$ cat src/design/wps_pkg.sv
// Shared types and constants for the windowed percentile statistics unit.
`timescale 1ns / 1ps
package wps_pkg;

   localparam int DEF_NUM_SLOTS       = 16;
   localparam int DEF_WINDOW_DEPTH    = 256;
   localparam int DEF_MAX_PERCENTILES = 8;

   // Input operation codes.
   localparam logic FUNC_OBSERVE = 1'b0;
   localparam logic FUNC_REPORT  = 1'b1;

   // Register indexes, taken from paddr[4:3].
   localparam logic [1:0] REG_WIN_SIZE  = 2'd0;
   localparam logic [1:0] REG_PCT_COUNT = 2'd1;
   localparam logic [1:0] REG_PCT_LIST  = 2'd2;

   localparam logic [8:0]  RESET_WIN_SIZE  = 9'd256;
   localparam logic [3:0]  RESET_PCT_COUNT = 4'd1;
   localparam logic [63:0] RESET_PCT_LIST  = 64'd0;

   // Division by 100 as a multiply by a reciprocal plus one correction step.
   localparam int RECIP_100   = 5243;
   localparam int RECIP_SHIFT = 19;
   localparam int PCT_SCALE   = 100;

   typedef struct packed {
      logic        func;
      logic [3:0]  key_slot;
      logic [62:0] value;
   } item_type;

   typedef struct packed {
      logic [3:0]  slot_out;
      logic [7:0]  rank;
      logic [62:0] rank_value;
      logic [63:0] win_count;
      logic [63:0] win_sum;
      logic [62:0] win_min;
      logic [62:0] win_max;
      logic        last;
   } result_type;

   typedef struct packed {
      logic [8:0]  win_size;
      logic [3:0]  percentile_count;
      logic [63:0] percentile_list;
   } cfg_type;

endpackage

$ cat src/design/wps_fifo.sv
// Small register-based FIFO used for the word queues.
`timescale 1ns / 1ps
module wps_fifo #(
   parameter int WIDTH = 8,
   parameter int DEPTH = 2
) (
   input  logic             clock,
   input  logic             reset,
   input  logic             wr_en,
   input  logic [WIDTH-1:0] wr_data,
   output logic             full,
   input  logic             rd_en,
   output logic [WIDTH-1:0] rd_data,
   output logic             empty
);
   localparam int AW = $clog2(DEPTH);

   logic [WIDTH-1:0] buf_ff [DEPTH];
   logic [AW-1:0]    wr_ptr_ff, rd_ptr_ff;
   logic [AW:0]      count_ff;
   logic             do_wr, do_rd;

   assign full    = (count_ff == (AW+1)'(DEPTH));
   assign empty   = (count_ff == '0);
   assign do_wr   = wr_en && !full;
   assign do_rd   = rd_en && !empty;
   assign rd_data = buf_ff[rd_ptr_ff];

   // Storage needs no reset.
   always_ff @(posedge clock) begin
      if (do_wr) begin
         buf_ff[wr_ptr_ff] <= wr_data;
      end
   end

   // Pointers wrap at the depth.
   always_ff @(posedge clock) begin
      if (reset) begin
         wr_ptr_ff <= '0;
         rd_ptr_ff <= '0;
         count_ff  <= '0;
      end else begin
         if (do_wr) begin
            wr_ptr_ff <= (wr_ptr_ff == AW'(DEPTH-1)) ? '0 : wr_ptr_ff + 1'b1;
         end
         if (do_rd) begin
            rd_ptr_ff <= (rd_ptr_ff == AW'(DEPTH-1)) ? '0 : rd_ptr_ff + 1'b1;
         end
         if (do_wr && !do_rd) begin
            count_ff <= count_ff + 1'b1;
         end else if (do_rd && !do_wr) begin
            count_ff <= count_ff - 1'b1;
         end
      end
   end
endmodule

$ cat src/design/wps_front.sv
// Front end: accepts input words, drops out-of-range slots and queues the rest.
`timescale 1ns / 1ps
module wps_front #(
   parameter int NUM_SLOTS = 16
) (
   input  logic              clock,
   input  logic              reset,
   input  logic              req_push,
   output logic              req_full,
   input  wps_pkg::item_type req_item,
   input  logic              item_pop,
   output wps_pkg::item_type item_head,
   output logic              item_empty
);
   import wps_pkg::*;

   logic in_range;
   logic queue_wr;

   // A slot beyond the tracked set is accepted and then ignored.
   assign in_range = ({5'd0, req_item.key_slot} < 9'(NUM_SLOTS));
   assign queue_wr = req_push && !req_full && in_range;

   wps_fifo #(
      .WIDTH ($bits(item_type)),
      .DEPTH (4)
   ) u_queue (
      .clock   (clock),
      .reset   (reset),
      .wr_en   (queue_wr),
      .wr_data (req_item),
      .full    (req_full),
      .rd_en   (item_pop),
      .rd_data (item_head),
      .empty   (item_empty)
   );
endmodule

$ cat config.mk
export PLATFORM = sky130hd
export DESIGN_NAME = wps_front
export DESIGN_NICKNAME = d
export VERILOG_FILES = /design/src/design/wps_pkg.sv /design/src/design/wps_fifo.sv /design/src/design/wps_front.sv
export SDC_FILE = /design/constraint.sdc
export NUM_CORES = 1
export LEC_CHECK = 0
export BUFFER_PORTS_ARGS = -buffer_cell sky130_fd_sc_hd__buf_4
export CORE_UTILIZATION = 57
export CTS_CLUSTER_DIAMETER = 150
export DETAILED_ROUTE_END_ITERATION = 12
export PLACE_DENSITY = 0.79
export SLEW_MARGIN = 20
export SYNTH_ARGS = -nofsm -noshare
export SYNTH_HDL_FRONTEND = slang
export SYNTH_SLANG_ARGS = --single-unit
$ cat constraint.sdc
create_clock -name clock -period 4.1 [get_ports clock]
set_clock_uncertainty 0.1 [all_clocks]
set_input_delay 0.615 -clock clock [delete_from_list [all_inputs] [get_ports clock]]
set_output_delay 0.615 -clock clock [all_outputs]
set_load 0.005 [all_outputs]
==> impl_metrics.toml <==
[cells_and_area]
final_nets = 640
antenna_cells = 0
final_cell_mix = "edfxtp_1 (272), buf_4 (142), mux4_2 (68)"
final_cell_area_sq_um = 12400
layout_commonest_cell = "edfxtp_1"
area_growth_pct = 20.4
finalNonFillerCells = 807
drive_gt1_share_pct = 44.3

[detailed_routing]
viasPerCell = 5.66
routed_wl_microns = 17800
drc_errors = 0
first_pass_iters = 4
drt_iter0_drc = 268
num_vias = 4565
wl_per_cell_microns = 22.0
ant_nets = 0

[synth]
synth-main-ff-cell = "edfxtp_1"
netlist.area_leader.share_pct = 79.3
synth_warnings = 0
synthTopCellsByArea = "edfxtp_1 (79%), mux4_2 (15%), dfxtp_1 (1.7%), ha_1 (0.73%), buf_12 (0.58%)"
synth-edff-count = 272
ys_async_sr_fraction_pct = 0
synth_area_leader_cell = "edfxtp_1"
syn-cell-area_sq_um = 10300
synthCells = 406
ys_ff_latch = 281
syn_nets = 485
synth.distinct_cells = 25
yosysSeqAreaShare_pct = 81.0
synth.avg_cell_area_sq_um = 25.4

[floorplan]
initial_utilization_pct = 59.0
core_sq_um = 17500
die-area_sq_um = 18600
die_h_microns = 136
fp.dieW_microns = 136
num_io_pins = 142
fp-row-count = 48

[worst_setup_path]
cp-start-kind = "flop"
cp_data_arrival_time_ns = 2.42
r2r_end = "u_queue.count_ff[2]$_SDFFE_PP0P_"
critPathMaxFanout = 29
setup.worst_path.end_class = "output pin"
reg2reg_from = "u_queue.count_ff[0]$_SDFFE_PP0P_"
reg2regPathDepth = 9
r2r_slack_ns = 1.58
endpoint = "item_head[16]"
critical_path_class = "flop to output pin"
cp.required_ns = 3.38

[timing]
drv_slew = 0
period_minus_slack_ns = 3.13
relSlewSlack_pct = 28.2
timing.setup.tns_ns = 0
worstMarginPinSlew_ns = 1.08
max_freq_mhz = 319
period_share_pct = 76.4
rsz0062_at_grt = "false"
hold_viol_final = 0
finalSetupViolCount = 0

[clock_network]
numCtsBuffers = 28
ctsResizeCount = 0
htree_levels = 1
clock_sinks = 281
clockBufferDepth = 3
path_clk_slew_ns = 0.06
clk_latency_ns = 0.52
post_cts_buffers = 0
cts_tree = "built"
hold_buffers = 0
root_buffer = "clkbuf_16"

[pwr]
powerDensity_nw_per_um2 = 600
vdd_drop_max_uv = 510
finalPower_w = 0.00745
p_leak_nw = 4.18

[grt]
track_usage_pct = 19.3
first_global_vias = 4936
antenna_found_initial = 0
grt_max_degree = 69
overflow = 0
grt_first_pass_wirelength_microns = 26500

[place]
placed_cell_area_sq_um = 11600
io_buffers = 141
gp_congestion = 0.698
dp_hpwl_microns = 10100
dp_cells = 756

[worst_hold_path]
hold_path.class = "input port to flop"
hold_depth = 1

[run]
maxCapViolCount = 0

[run_status]
status = "completed"
-- critical path: stages, from the launching register on --
cell and delay (ns):
dfxtp_4 0.74, buf_4 0.43, mux4_2 0.56, buf_4 0.15
-- stage by stage --
step                utilization [%]  setup slack (ns)  hold slack, ns
finish                         71.0             0.968           0.186
floorplan                         -              1.25           0.363
global placement               66.1              1.43           0.357
CTS                            71.0             0.864           0.167
global route                   71.0             0.781           0.166
detailed placement             66.1              1.42           0.393
-- how the worst min path moves through the flow --
stage,start,endpoint,slack (ns)
2_1_floorplan,u_queue.rd_ptr_ff[0]$_SDFFE_PP0P_,flop,0.36
3_3_place_gp,u_queue.rd_ptr_ff[0]$_SDFFE_PP0P_,flop,0.36
3_5_place_dp,u_queue.rd_ptr_ff[0]$_SDFFE_PP0P_,flop,0.39
4_1_cts,req_item[45],u_queue.buf_ff[2][45]$_DFFE_PP_,0.17
5_1_grt,req_item[45],u_queue.buf_ff[0][45]$_DFFE_PP_,0.17
6_report,req_item[45],u_queue.buf_ff[1][45]$_DFFE_PP_,0.19
-- flip-flops by register name (all words and copies together) (netlist names), named ones only --
signal,count
u_queue.count_ff,3
u_queue.wr_ptr_ff,2
u_queue.rd_ptr_ff,2
u_queue.buf_ff,272
-- layout make-up --
class / instances / area (sq um)
repair buffers: 143 / 1090
well taps: 225 / 282
clock buffers: 34 / 744
fillers: 1036 / 5070
multi-input cells: 102 / 1810
clock inverters: 17 / 109
inverters: 5 / 18.8
flip-flops and latches: 281 / 8360
-- cell usage after synthesis (all sizes together), types with 3 or more instances --
cell and count:
clkbuf 5, ha 6, nor2 4, and3 4, edfxtp 272, mux4 68
inv 5, dfxtp 9, a21oi 3, buf 13
-- where the power goes --
part	total (W)	internal [W]	switching, W	leakage, nW
Clock	0.00233	0.00135	0.000984	0.412
Sequential	0.00366	0.00348	0.000182	2.57
Combinational	0.00145	0.000861	0.000589	1.20
-- per-layer routing --
| metal | up-vias | GRT usage [%] | wire (microns) |
|---|---|---|---|
| met3 | 24 | 5.03 | 1320 |
| met1 | 2355 | 24.8 | 7100 |
| met5 | - | 0 | 0 |
| met2 | 144 | 32.9 | 9110 |
| met4 | 0 | 4.63 | 228 |
| li1 | 2042 | - | - |
-- cells by family (layout without fill, tap and decap cells) --
kind of cell    Yosys count  after routing  synth area share, %
buf+inv                  23            199                 1.59
xor+xnor                  2              2                0.170
fa+ha+maj                 7              7                0.923
flops                   281            281                 81.0
mux                      70             70                 15.1
compound gates            7              7                0.437
simple gates             16             16                0.825
No activity file was read; power rests on OpenSTA's default activity.
