**config.mk**
```make
export PLATFORM = sky130hd
export DESIGN_NAME = wps_fifo
export DESIGN_NICKNAME = d
export VERILOG_FILES = /design/src/design/wps_fifo.sv
export SDC_FILE = /design/constraint.sdc
export NUM_CORES = 1
export LEC_CHECK = 0
export ABC_AREA = 1
export BUFFER_PORTS_ARGS = -buffer_cell sky130_fd_sc_hd__buf_2
export CAP_MARGIN = 10
export CORE_MARGIN = 1.5
export CORE_UTILIZATION = 44
export DETAILED_ROUTE_END_ITERATION = 16
export PLACE_DENSITY = 0.74
export SYNTH_ARGS = -nofsm -noshare
export SYNTH_HDL_FRONTEND = slang
export SYNTH_SLANG_ARGS = --single-unit
```
**constraint.sdc**
```tcl
create_clock -name clock -period 1.4 [get_ports clock]
set_input_delay 0.14 -clock clock [delete_from_list [all_inputs] [get_ports clock]]
set_output_delay 0.14 -clock clock [all_outputs]
set_load 0.05 [all_outputs]
```
**src/design/wps_fifo.sv**
```systemverilog
// Small register-based FIFO used for the word queues.
`timescale 1ns / 1ps
module wps_fifo #(
   parameter int WIDTH = 8,
   parameter int DEPTH = 2
) (
   input  logic             clock,
   input  logic             reset,
   input  logic             wr_en,
   input  logic [WIDTH-1:0] wr_data,
   output logic             full,
   input  logic             rd_en,
   output logic [WIDTH-1:0] rd_data,
   output logic             empty
);
   localparam int AW = $clog2(DEPTH);

   logic [WIDTH-1:0] buf_ff [DEPTH];
   logic [AW-1:0]    wr_ptr_ff, rd_ptr_ff;
   logic [AW:0]      count_ff;
   logic             do_wr, do_rd;

   assign full    = (count_ff == (AW+1)'(DEPTH));
   assign empty   = (count_ff == '0);
   assign do_wr   = wr_en && !full;
   assign do_rd   = rd_en && !empty;
   assign rd_data = buf_ff[rd_ptr_ff];

   // Storage needs no reset.
   always_ff @(posedge clock) begin
      if (do_wr) begin
         buf_ff[wr_ptr_ff] <= wr_data;
      end
   end

   // Pointers wrap at the depth.
   always_ff @(posedge clock) begin
      if (reset) begin
         wr_ptr_ff <= '0;
         rd_ptr_ff <= '0;
         count_ff  <= '0;
      end else begin
         if (do_wr) begin
            wr_ptr_ff <= (wr_ptr_ff == AW'(DEPTH-1)) ? '0 : wr_ptr_ff + 1'b1;
         end
         if (do_rd) begin
            rd_ptr_ff <= (rd_ptr_ff == AW'(DEPTH-1)) ? '0 : rd_ptr_ff + 1'b1;
         end
         if (do_wr && !do_rd) begin
            count_ff <= count_ff + 1'b1;
         end else if (do_rd && !do_wr) begin
            count_ff <= count_ff - 1'b1;
         end
      end
   end
endmodule

```
==> summary.txt, run 1 <==
Placed design
  – DP HPWL: 886.3 um
  – Port Buf Inserts: 21
  – DP Area: 989.7 um2
  – Post-Place Cells: 111
  – Gpl congestion: 0.7310

Yosys
  – Top-area cell type share of the netlist area: 58.01%
  – Synth Warn #: 0
  – Synth Net Count: 75
  – Area leader, netlist: edfxtp_1
  – Sequential element share of the synthesized area: 70.09%
  – Syn Area/Cell: 13.36 um2
  – Mapped Area: 828.3 um2
  – Seq cells post-synth: 21
  – Syn Inst Count: 62
  – Largest cells by area after synthesis: edfxtp_1 (58%), dfxtp_1 (12%), mux2_2 (11%), nor2_1 (4.1%), inv_1 (3.2%)
  – Synth unique cells: 16

Pwr
  – Switching share of power: 39.87%
  – Internal Pwr Total: 1.316 mW
  – Gate power share: 47.6%
  – Reg power frac: 39.8%
  – Clock share of power: 12.6%
  – Net Sw Power: 872.9 uW
  – Worst IR Drop VDD: 1.276 mV
  – Pwr Density: 1982 nW/um2
  – Design Power: 2.189 mW
  – Leak: 0.4526 nW

Clock network
  – CTS Root Cell: clkbuf_4
  – CTS Sinks: 21
  – TritonCTS clock tree: yes
  – Clock latency on the worst-skew pair: 0.30 ns
  – Reg clk slew, reported paths: 0.11 ns
  – Post-CTS Hold Fix Bufs: 0
  – H-Tree Level Count: 1
  – Clk buf depth: 2
  – Inserted Clock Buffers: 3

Floorplanning
  – Core area: 1745 um2
  – Die X: 46.39 um
  – Top-Level Pins: 22
  – Die Y: 46.39 um
  – Rows: 15
  – Die area: 2152 um2
  – Starting density of the core: 47.46%

Cells and area
  – Design area: 1105 um2
  – Non-Filler Instances: 116
  – Layout cells sized above 1: 51.65%
  – Most common cell after layout, fill and taps aside: edfxtp_1
  – Post-layout util: 63.30%
  – Antenna cells: 0
  – Most frequent cells in the layout: edfxtp_1 (16), buf_2 (12), nor2_1 (9)
  – Area grow syn2layout: 33.38%
  – Fin nets: 105

Detailed routing
  – M1 WL: 515 um
  – WL final: 1273 um
  – Drt initial violations: 13
  – Metal3 WL: 64 um
  – Router iterations before antenna repair: 4
  – DRC violations left: 0
  – Routed len/inst: 10.97 um
  – Top sig layer: met4
  – Routed Antenna Nets: 0
  – Vias: 547
  – Met2 wire len: 669 um
  – Vias/cell: 4.716

Global route
  – Vias in the first global route: 477
  – GR Overflow Total: 0
  – Tot GR Track Use: 12.96%
  – Largest net degree at the start of global routing: 12
  – First-pass GRT wire length: 1842 um
  – Initial antenna violation count: 0

Critical path
  – CP max stage delay: 0.42 ns
  – Crit path DAT: 1.23 ns
  – Setup CP Type: flop to output port
  – Crit-path cells: mux2_2 > buf_6
  – Crit-path max FO: 8
  – CP Data Required Time: 1.26 ns
  – Setup crit start kind: flop
  – CP top delay family: flip-flops
  – Slowest CP cell: dfxtp_4
  – Worst setup EP type: output port
  – Buffers & Inverters on Critical Path: 1

Run
  – Max-cap viol count: 0

Run status
  – Status: complete, no violations

Min path
  – HP Class: input port to flop

Timing
  – Skew final: 0.007293 ns
  – RSZ-0062 raised after global routing: yes
  – Hold Fails Final Rpt: 0
  – Post-route setup TNS: 0 ns
  – Worst-margin pin slew: 0.2474 ns
  – Final setup viols: 0
  – Count of pins over their slew limit: 0
  – Final worst-path cycle share: 97.83%
  – Relative slew margins: 83.62%
  – Final worst path period need: 1.370 ns
  – Upper clock frequency limit: 730.2 MHz
## synth_stat cells
master    number
nand2_1        4
and2_4         1
edfxtp_1      16
buf_2          1
o21ai_1        1
dfxtp_1        5
nand4_1        1
o21ai_0        2
ha_1           1
nand3_1        1
nor2_1         9
mux2_2         8
inv_1          7
o21ai_2        2
inv_2          2
a21oi_1        1
## registers in the layout, summed over array words and instances (netlist names), named ones only
signal / flops
wr_ptr_ff: 1
count_ff: 2
rd_ptr_ff: 1
buf_ff: 16
## per-stage QoR
| stage | hold slack (ns) | setup slack (ns) |
|---|---|---|
| 2_1_floorplan | 0.2389 | 0.07879 |
| 3_3_place_gp | 0.3276 | 0.1171 |
| 3_5_place_dp | 0.3335 | 0.04026 |
| 4_1_cts | 0.01567 | 0.0002609 |
| 5_1_grt | 0.005290 | -0.01865 |
| 6_report | 0.02533 | 0.03043 |
## cell families after synthesis
logic type / count (synthesis) / synth area share [%]
mux: 8 / 10.88
buf+inv: 10 / 4.683
compound gates: 6 / 4.531
simple gates: 16 / 8.307
flops: 21 / 70.09
fa+ha+maj: 1 / 1.510
## routing by layer
layer	vias to the layer above	GRT usage, %
li1	271	-
met5	-	0
met2	17	23.33
met4	0	8.571
met1	255	12.44
met3	4	3.922
## power groups by stage
stage          clock network, mW  registers, mW  logic, mW
2_1_floorplan                  0          0.861      0.683
3_3_place_gp                   0          0.870      0.868
3_5_place_dp                   0          0.874      0.885
4_1_cts                    0.288          0.864      0.972
5_1_grt                    0.308          0.886       1.11
6_report                   0.276          0.872       1.04
## path summary, 6_finish.rpt
check | start | to | slack (ns) | cells after the start
worst max-delay path | flop | rd_data[5] | 0.03 | 2
worst min-delay path | wr_data[6] | buf_ff[1][6]$_DFFE_PP_ | 0.03 | 1
worst max register to register | count_ff[1]$_SDFFE_PP0P_ | count_ff[1]$_SDFFE_PP0P_ | 0.10 | 8
worst min register to register | wr_ptr_ff$_SDFFE_PP0N_ | wr_ptr_ff$_SDFFE_PP0N_ | 0.51 | 2
## cell type report
type | count | area [um2]
fillers | 140 | 640.6
flip-flops and latches | 21 | 585.6
multi-input cells | 31 | 232.7
repair buffers | 26 | 195.2
inverters | 9 | 33.78
well taps | 25 | 31.28
clock buffers | 4 | 26.28
## timing repair
item                                   4_1_cts  5_1_grt
gates resized for setup                     16        9
endpoints found under the hold margin        0        0
setup endpoints to repair                    8       11
pin swaps                                    0        2
buffers inserted                             0        1
gates cloned                                 0        0
Note: power is estimated with default switching activity, not from simulation.
==> inputs of run 2 (changes only) <==
--- a/config.mk
+++ b/config.mk
@@ -5,13 +5,12 @@
 export SDC_FILE = /design/constraint.sdc
 export NUM_CORES = 1
 export LEC_CHECK = 0
-export ABC_AREA = 1
+export ABC_AREA = 0
 export BUFFER_PORTS_ARGS = -buffer_cell sky130_fd_sc_hd__buf_2
-export CAP_MARGIN = 10
 export CORE_MARGIN = 1.5
 export CORE_UTILIZATION = 44
 export DETAILED_ROUTE_END_ITERATION = 16
-export PLACE_DENSITY = 0.74
+export PLACE_DENSITY = 0.75
 export SYNTH_ARGS = -nofsm -noshare
 export SYNTH_HDL_FRONTEND = slang
 export SYNTH_SLANG_ARGS = --single-unit
==> run 2 against run 1 <==
Net effect: clock skew down 0.0061 ns; clock power up 1%; highest routed layer unchanged; largest power group unchanged; area after synthesis down 4.2%; synthesized cell count down 19%; cell count down 11%; total power up 4.4%; die area down 3.9%; first-iteration DRC count down 85%; global-route usage up 0.97 points; via count down 12%; largest cell class unchanged; combinational power up 4%.
==> summary.txt, run 2 <==
Run status
  – Status: complete, no violations

Global route
  – Vias in the first global route: 459
  – First-pass GRT wire length: 1883 um
  – Initial antenna violation count: 0
  – GR Overflow Total: 0
  – Largest net degree at the start of global routing: 13
  – Tot GR Track Use: 13.93%

Min path
  – Hold Crit Start: wr_data[7]
  – HP Class: input port to flop
  – Hold Path Cell Cnt: 1
  – WHS Endpoint: buf_ff[0][7]$_DFFE_PP_

Timing
  – Count of pins over their slew limit: 0
  – Post-route setup TNS: 0 ns
  – Final setup viols: 0
  – Worst-margin pin slew: 0.3762 ns
  – Final worst-path cycle share: 99.11%
  – Relative slew margins: 74.92%
  – RSZ-0062 raised after global routing: yes
  – Skew final: 0.001149 ns
  – Hold Fails Final Rpt: 0
  – Worst hold margin: 0.02376 ns
  – Upper clock frequency limit: 720.7 MHz
  – Final worst path period need: 1.388 ns

Placed design
  – DP Area: 947.2 um2
  – DP HPWL: 882.3 um
  – Gpl congestion: 0.6339
  – Port Buf Inserts: 21

Floorplanning
  – Rows: 15
  – Die Y: 45.46 um
  – Die X: 45.46 um
  – Core area: 1708 um2
  – Die area: 2067 um2
  – Starting density of the core: 46.45%
  – Top-Level Pins: 22

Cells and area
  – Area grow syn2layout: 37.70%
  – Fillers: 128
  – Most common cell after layout, fill and taps aside: edfxtp_1
  – Antenna cells: 0
  – Multi-input logic area: 251.5 um2
  – Layout cells sized above 1: 58.97%
  – Largest registers: buf_ff (16), count_ff (2)
  – Fin nets: 92
  – Design area: 1092 um2
  – Most frequent cells in the layout: edfxtp_1 (16), buf_2 (13), mux2_4 (8), buf_6 (8)
  – Max FFs per register: 16
  – Reg area: 589.3 um2
  – Biggest register: buf_ff

Yosys
  – Mapped Area: 793.3 um2
  – Syn Inst Count: 50
  – Top-count cell post-synth: edfxtp_1
  – Sequential element share of the synthesized area: 73.19%
  – Synth unique cells: 13
  – Synth Warn #: 0
  – Ys flop type: edfxtp_1
  – Post-synthesis async set-or-reset flop share: 0%
  – Largest cells by area after synthesis: edfxtp_1 (61%), dfxtp_1 (13%), mux2_2 (11%), xor2_1 (3.3%), nor2_1 (2.4%)
  – Top-area cell type share of the netlist area: 60.57%
  – Area leader, netlist: edfxtp_1
  – Synth Net Count: 63
  – Syn Area/Cell: 15.87 um2
  – Seq cells post-synth: 21
  – Post-synth top cells: edfxtp_1 (16), mux2_2 (8), dfxtp_1 (5), nor2_1 (5)
  – Post-synth EDFFs: 16

Critical path
  – Setup crit start kind: flop
  – Worst setup EP type: flop
  – Worst R2R Path Depth: 6
  – FF-to-FF Start: count_ff[1]$_SDFFE_PP0P_
  – Setup CP Type: flop to flop
  – Crit path DAT: 1.62 ns
  – CP Data Required Time: 1.63 ns
  – R2R setup slack: 0.01 ns
  – Crit-path max FO: 3
  – RR Endpoint: count_ff[1]$_SDFFE_PP0P_

Pwr
  – Worst IR Drop VDD: 1.649 mV
  – Pwr Density: 2093 nW/um2
  – Leak: 0.4473 nW

Clock network
  – CTS Root Cell: clkbuf_4
  – Reg clk slew, reported paths: 0.11 ns
  – CTS Sinks: 21
  – TritonCTS clock tree: yes
  – H-Tree Level Count: 1
  – Clk buf depth: 2
  – Clock latency on the worst-skew pair: 0.29 ns
  – Inserted Clock Buffers: 3

Detailed routing
  – Routed Antenna Nets: 0
  – Routed len/inst: 12.42 um
  – Router iterations before antenna repair: 3
  – WL final: 1279 um
  – Vias: 483
  – Drt initial violations: 2
  – DRC violations left: 0
  – Vias/cell: 4.689

Run
  – Max-cap viol count: 0
run 2: final cells by class:
class                   instances  area share [%]
clock buffers                   3           2.062
well taps                      25           2.864
clock inverters                 1          0.4582
repair buffers                 25           16.95
multi-input cells              26           23.02
inverters                       2          0.6873
flip-flops and latches         21           53.95
run 2: through the flow:
| stage | power, mW | cells | setup slack (ns) | util, % |
|---|---|---|---|---|
| after global routing | 2.394 | 103 | -0.07592 | 63.96 |
| after detailed placement | 1.771 | 97 | -0.02903 | 55.46 |
| after floorplan | 1.564 | 50 | -0.2233 | - |
| after CTS | 2.222 | 103 | 0.003940 | 61.76 |
| after global placement | 1.740 | 97 | -0.01287 | 55.46 |
| final | 2.286 | 103 | 0.01246 | 63.96 |
run 2: worst max-delay path, stage by stage, from the launching register on:
cell and delay [ns]:
dfxtp_2 0.37, nor2b_4 0.16, nor2_2 0.05, ha_2 0.19
xor2_2 0.14, or3_1 0.30, a21oi_1 0.11
run 2: report_power, final:
group	switching, mW	internal (mW)	total, mW
sequential	0.109	0.813	0.921
clock	0.173	0.106	0.280
combinational	0.618	0.467	1.08
total	0.899	1.39	2.29
run 2: layer usage:
metal / global-route usage (%) / vias up / wire, um
met5: 0 / - / 0
met2: 23.94 / 17 / 679
met3: 3.968 / 4 / 51
met1: 13.95 / 224 / 515
met4: 10.59 / 0 / 33
li1: - / 238 / -
run 2: how the worst max path moves through the flow:
stage                                   from                       end  cells past startpoint
floorplan           count_ff[1]$_SDFFE_PP0P_  count_ff[1]$_SDFFE_PP0P_                      5
global placement    count_ff[0]$_SDFFE_PP0P_  count_ff[1]$_SDFFE_PP0P_                      4
detailed placement  count_ff[0]$_SDFFE_PP0P_  count_ff[1]$_SDFFE_PP0P_                      5
CTS                                     flop                rd_data[7]                      2
global route        count_ff[1]$_SDFFE_PP0P_  count_ff[1]$_SDFFE_PP0P_                      6
finish              count_ff[1]$_SDFFE_PP0P_  count_ff[1]$_SDFFE_PP0P_                      6
run 2: kinds of logic after synthesis:
kind of cell	Yosys count	synth area share, %
fa+ha+maj	1	1.577
flops	21	73.19
simple gates	9	5.837
buf+inv	3	1.577
mux	8	11.36
compound gates	5	3.154
xor+xnor	3	3.313
run 2: repair_timing:
action                                  CTS  global route
pin swaps                                 2             1
buffers inserted                          2             0
endpoints found under the hold margin     0             0
hold buffers                              0             0
endpoints found under the setup margin    9            17
gates resized for setup                  23            11
==> inputs of run 3 (changes only) <==
--- a/config.mk
+++ b/config.mk
@@ -7,8 +7,11 @@
 export LEC_CHECK = 0
 export ABC_AREA = 0
 export BUFFER_PORTS_ARGS = -buffer_cell sky130_fd_sc_hd__buf_2
+export CELL_PAD_IN_SITES_DETAIL_PLACEMENT = 0
+export CELL_PAD_IN_SITES_GLOBAL_PLACEMENT = 1
+export CORE_ASPECT_RATIO = 0.6
 export CORE_MARGIN = 1.5
-export CORE_UTILIZATION = 44
+export CORE_UTILIZATION = 36
 export DETAILED_ROUTE_END_ITERATION = 16
 export PLACE_DENSITY = 0.75
 export SYNTH_ARGS = -nofsm -noshare
==> run 3 against run 2 <==
Net effect: sequential share of layout area down 2.7 points; core utilization down 6.0 points; clock skew about the same; largest power group unchanged; highest routed layer unchanged.
==> summary.txt, run 3 (synthesis gave the netlist of run 2 again) <==
Run status
  – Status: complete, no violations

Clock network
  – Reg clk slew, reported paths: 0.07 ns
  – Clk buf depth: 2
  – TritonCTS clock tree: yes
  – CTS Sinks: 21
  – CTS Root Cell: clkbuf_8
  – Clock latency on the worst-skew pair: 0.26 ns
  – H-Tree Level Count: 1
  – Inserted Clock Buffers: 3

Timing
  – Post-route setup TNS: 0 ns
  – RSZ-0062 raised after global routing: yes
  – Skew final: 0.001539 ns
  – Hold Fails Final Rpt: 0
  – Relative slew margins: 75.16%
  – Upper clock frequency limit: 717.8 MHz
  – Final worst path period need: 1.393 ns
  – Count of pins over their slew limit: 0
  – Final setup viols: 0
  – Worst-margin pin slew: 0.3726 ns
  – Final worst-path cycle share: 99.51%

Critical path
  – Crit-path max FO: 4
  – Crit path DAT: 1.59 ns
  – Setup crit start kind: flop
  – CP Data Required Time: 1.60 ns
  – Setup CP Type: flop to flop
  – Worst setup EP type: flop

Pwr
  – Reg power frac: 35.2%
  – Leak: 0.4683 nW
  – Clock share of power: 15.7%
  – Pwr Density: 2151 nW/um2
  – Internal Pwr Total: 1.530 mW
  – Net Sw Power: 921.5 uW
  – Design Power: 2.451 mW
  – Gate power share: 49.1%
  – Switching share of power: 37.59%
  – Worst IR Drop VDD: 1.111 mV

Cells and area
  – Most common cell after layout, fill and taps aside: edfxtp_1
  – Area grow syn2layout: 43.69%
  – Layout cells sized above 1: 59.49%
  – Largest registers: buf_ff (16), count_ff (2)
  – Design area: 1140 um2
  – Biggest register: buf_ff
  – Antenna cells: 0
  – Max FFs per register: 16
  – Most frequent cells in the layout: edfxtp_1 (16), buf_2 (13), mux2_4 (8)
  – Fin nets: 93

Global route
  – Initial antenna violation count: 0
  – Tot GR Track Use: 11.34%
  – GR Overflow Total: 0
  – First-pass GRT wire length: 1918 um
  – Vias in the first global route: 433
  – Largest net degree at the start of global routing: 13

Detailed routing
  – Vias/cell: 4.486
  – Routed Antenna Nets: 0
  – Drt initial violations: 8
  – Vias: 480
  – WL final: 1277 um
  – DRC violations left: 0
  – Routed len/inst: 11.93 um
  – Router iterations before antenna repair: 3

Run
  – Max-cap viol count: 0

Floorplanning
  – Die Y: 39.36 um
  – Rows: 12
  – Die area: 2503 um2
  – Starting density of the core: 40.33%
  – Top-Level Pins: 22
  – Core area: 1967 um2
  – Die X: 63.60 um

Min path
  – HP Class: input port to flop

Placed design
  – DP HPWL: 864.8 um
  – Gpl congestion: 0.7848
  – DP Area: 965.9 um2
  – Port Buf Inserts: 21
==> run 3: cell types whose count changed in the layout (fill, tap and decap cells not counted) <==
cell,delta
clkbuf_8,+3
buf_8,+6
dfxtp_4,-2
xor2_1,+1
buf_6,-5
dfxtp_2,+2
xor2_2,-1
a21oi_2,+1
a21oi_1,-1
clkbuf_4,-3
==> run 3: worst max-delay path, cell delays in order (launching register included) <==
cell and delay [ns]:
dfxtp_2 0.34, nor2b_4 0.13, nor2_2 0.11, ha_2 0.28, or3_1 0.36, a21oi_2 0.11
==> run 3: path summary, 6_finish.rpt <==
kind | from | to | slack, ns | cells past startpoint
setup / recovery | count_ff[1]$_SDFFE_PP0P_ | count_ff[1]$_SDFFE_PP0P_ | 0.007 | 5
hold / removal | wr_data[0] | buf_ff[0][0]$_DFFE_PP_ | 0.07 | 1
setup reg to reg | count_ff[1]$_SDFFE_PP0P_ | count_ff[1]$_SDFFE_PP0P_ | 0.007 | 5
hold reg to reg | wr_ptr_ff$_SDFFE_PP0N_ | wr_ptr_ff$_SDFFE_PP0N_ | 0.50 | 2
==> run 3: power by group through the flow <==
stage               clock [mW]  combinational (mW)  sequential, mW
finish                   0.384                1.20           0.863
global route             0.424                1.28           0.880
CTS                      0.400                1.04           0.850
detailed placement           0               0.934           0.864
global placement             0               0.931           0.860
floorplan                    0               0.705           0.859
==> run 3: repair_timing <==
item / CTS / global route
hold buffers: 0 / 0
endpoints found under the setup margin: 17 / 9
buffers inserted: 1 / 0
resized for setup: 14 / 25
pin swaps: 1 / 0
==> run 3: layout make-up <==
| cell class | instances | area (um2) |
|---|---|---|
| Clock inverter | 1 | 5.005 |
| Inverter | 2 | 7.507 |
| Fill cell | 163 | 827.0 |
| Sequential cell | 21 | 584.3 |
| Timing Repair Buffer | 26 | 219.0 |
| Clock buffer | 3 | 41.29 |
| Multi-Input combinational cell | 26 | 247.7 |
| Tap cell | 28 | 35.03 |
==> run 3: metal layers <==
metal	up-vias	wire, um	global-route usage (%)	part of all wire, %
met5	-	0	0	0
met4	0	12	3.261	0.94
met3	3	82	6.034	6.4
met2	16	619	18.16	48
met1	220	561	13.49	44
li1	241	-	-	-
==> run 3: per-stage QoR <==
stage	hold WS [ns]	cells	utilization, %	setup slack (ns)
4_1_cts	0.06042	107	53.63	0.0004456
2_1_floorplan	0.2017	50	-	-0.2233
3_5_place_dp	0.3312	102	49.11	-0.05183
6_report	0.06565	107	57.95	0.006819
5_1_grt	0.05265	107	57.95	-0.06680
3_3_place_gp	0.3277	102	49.11	-0.04067
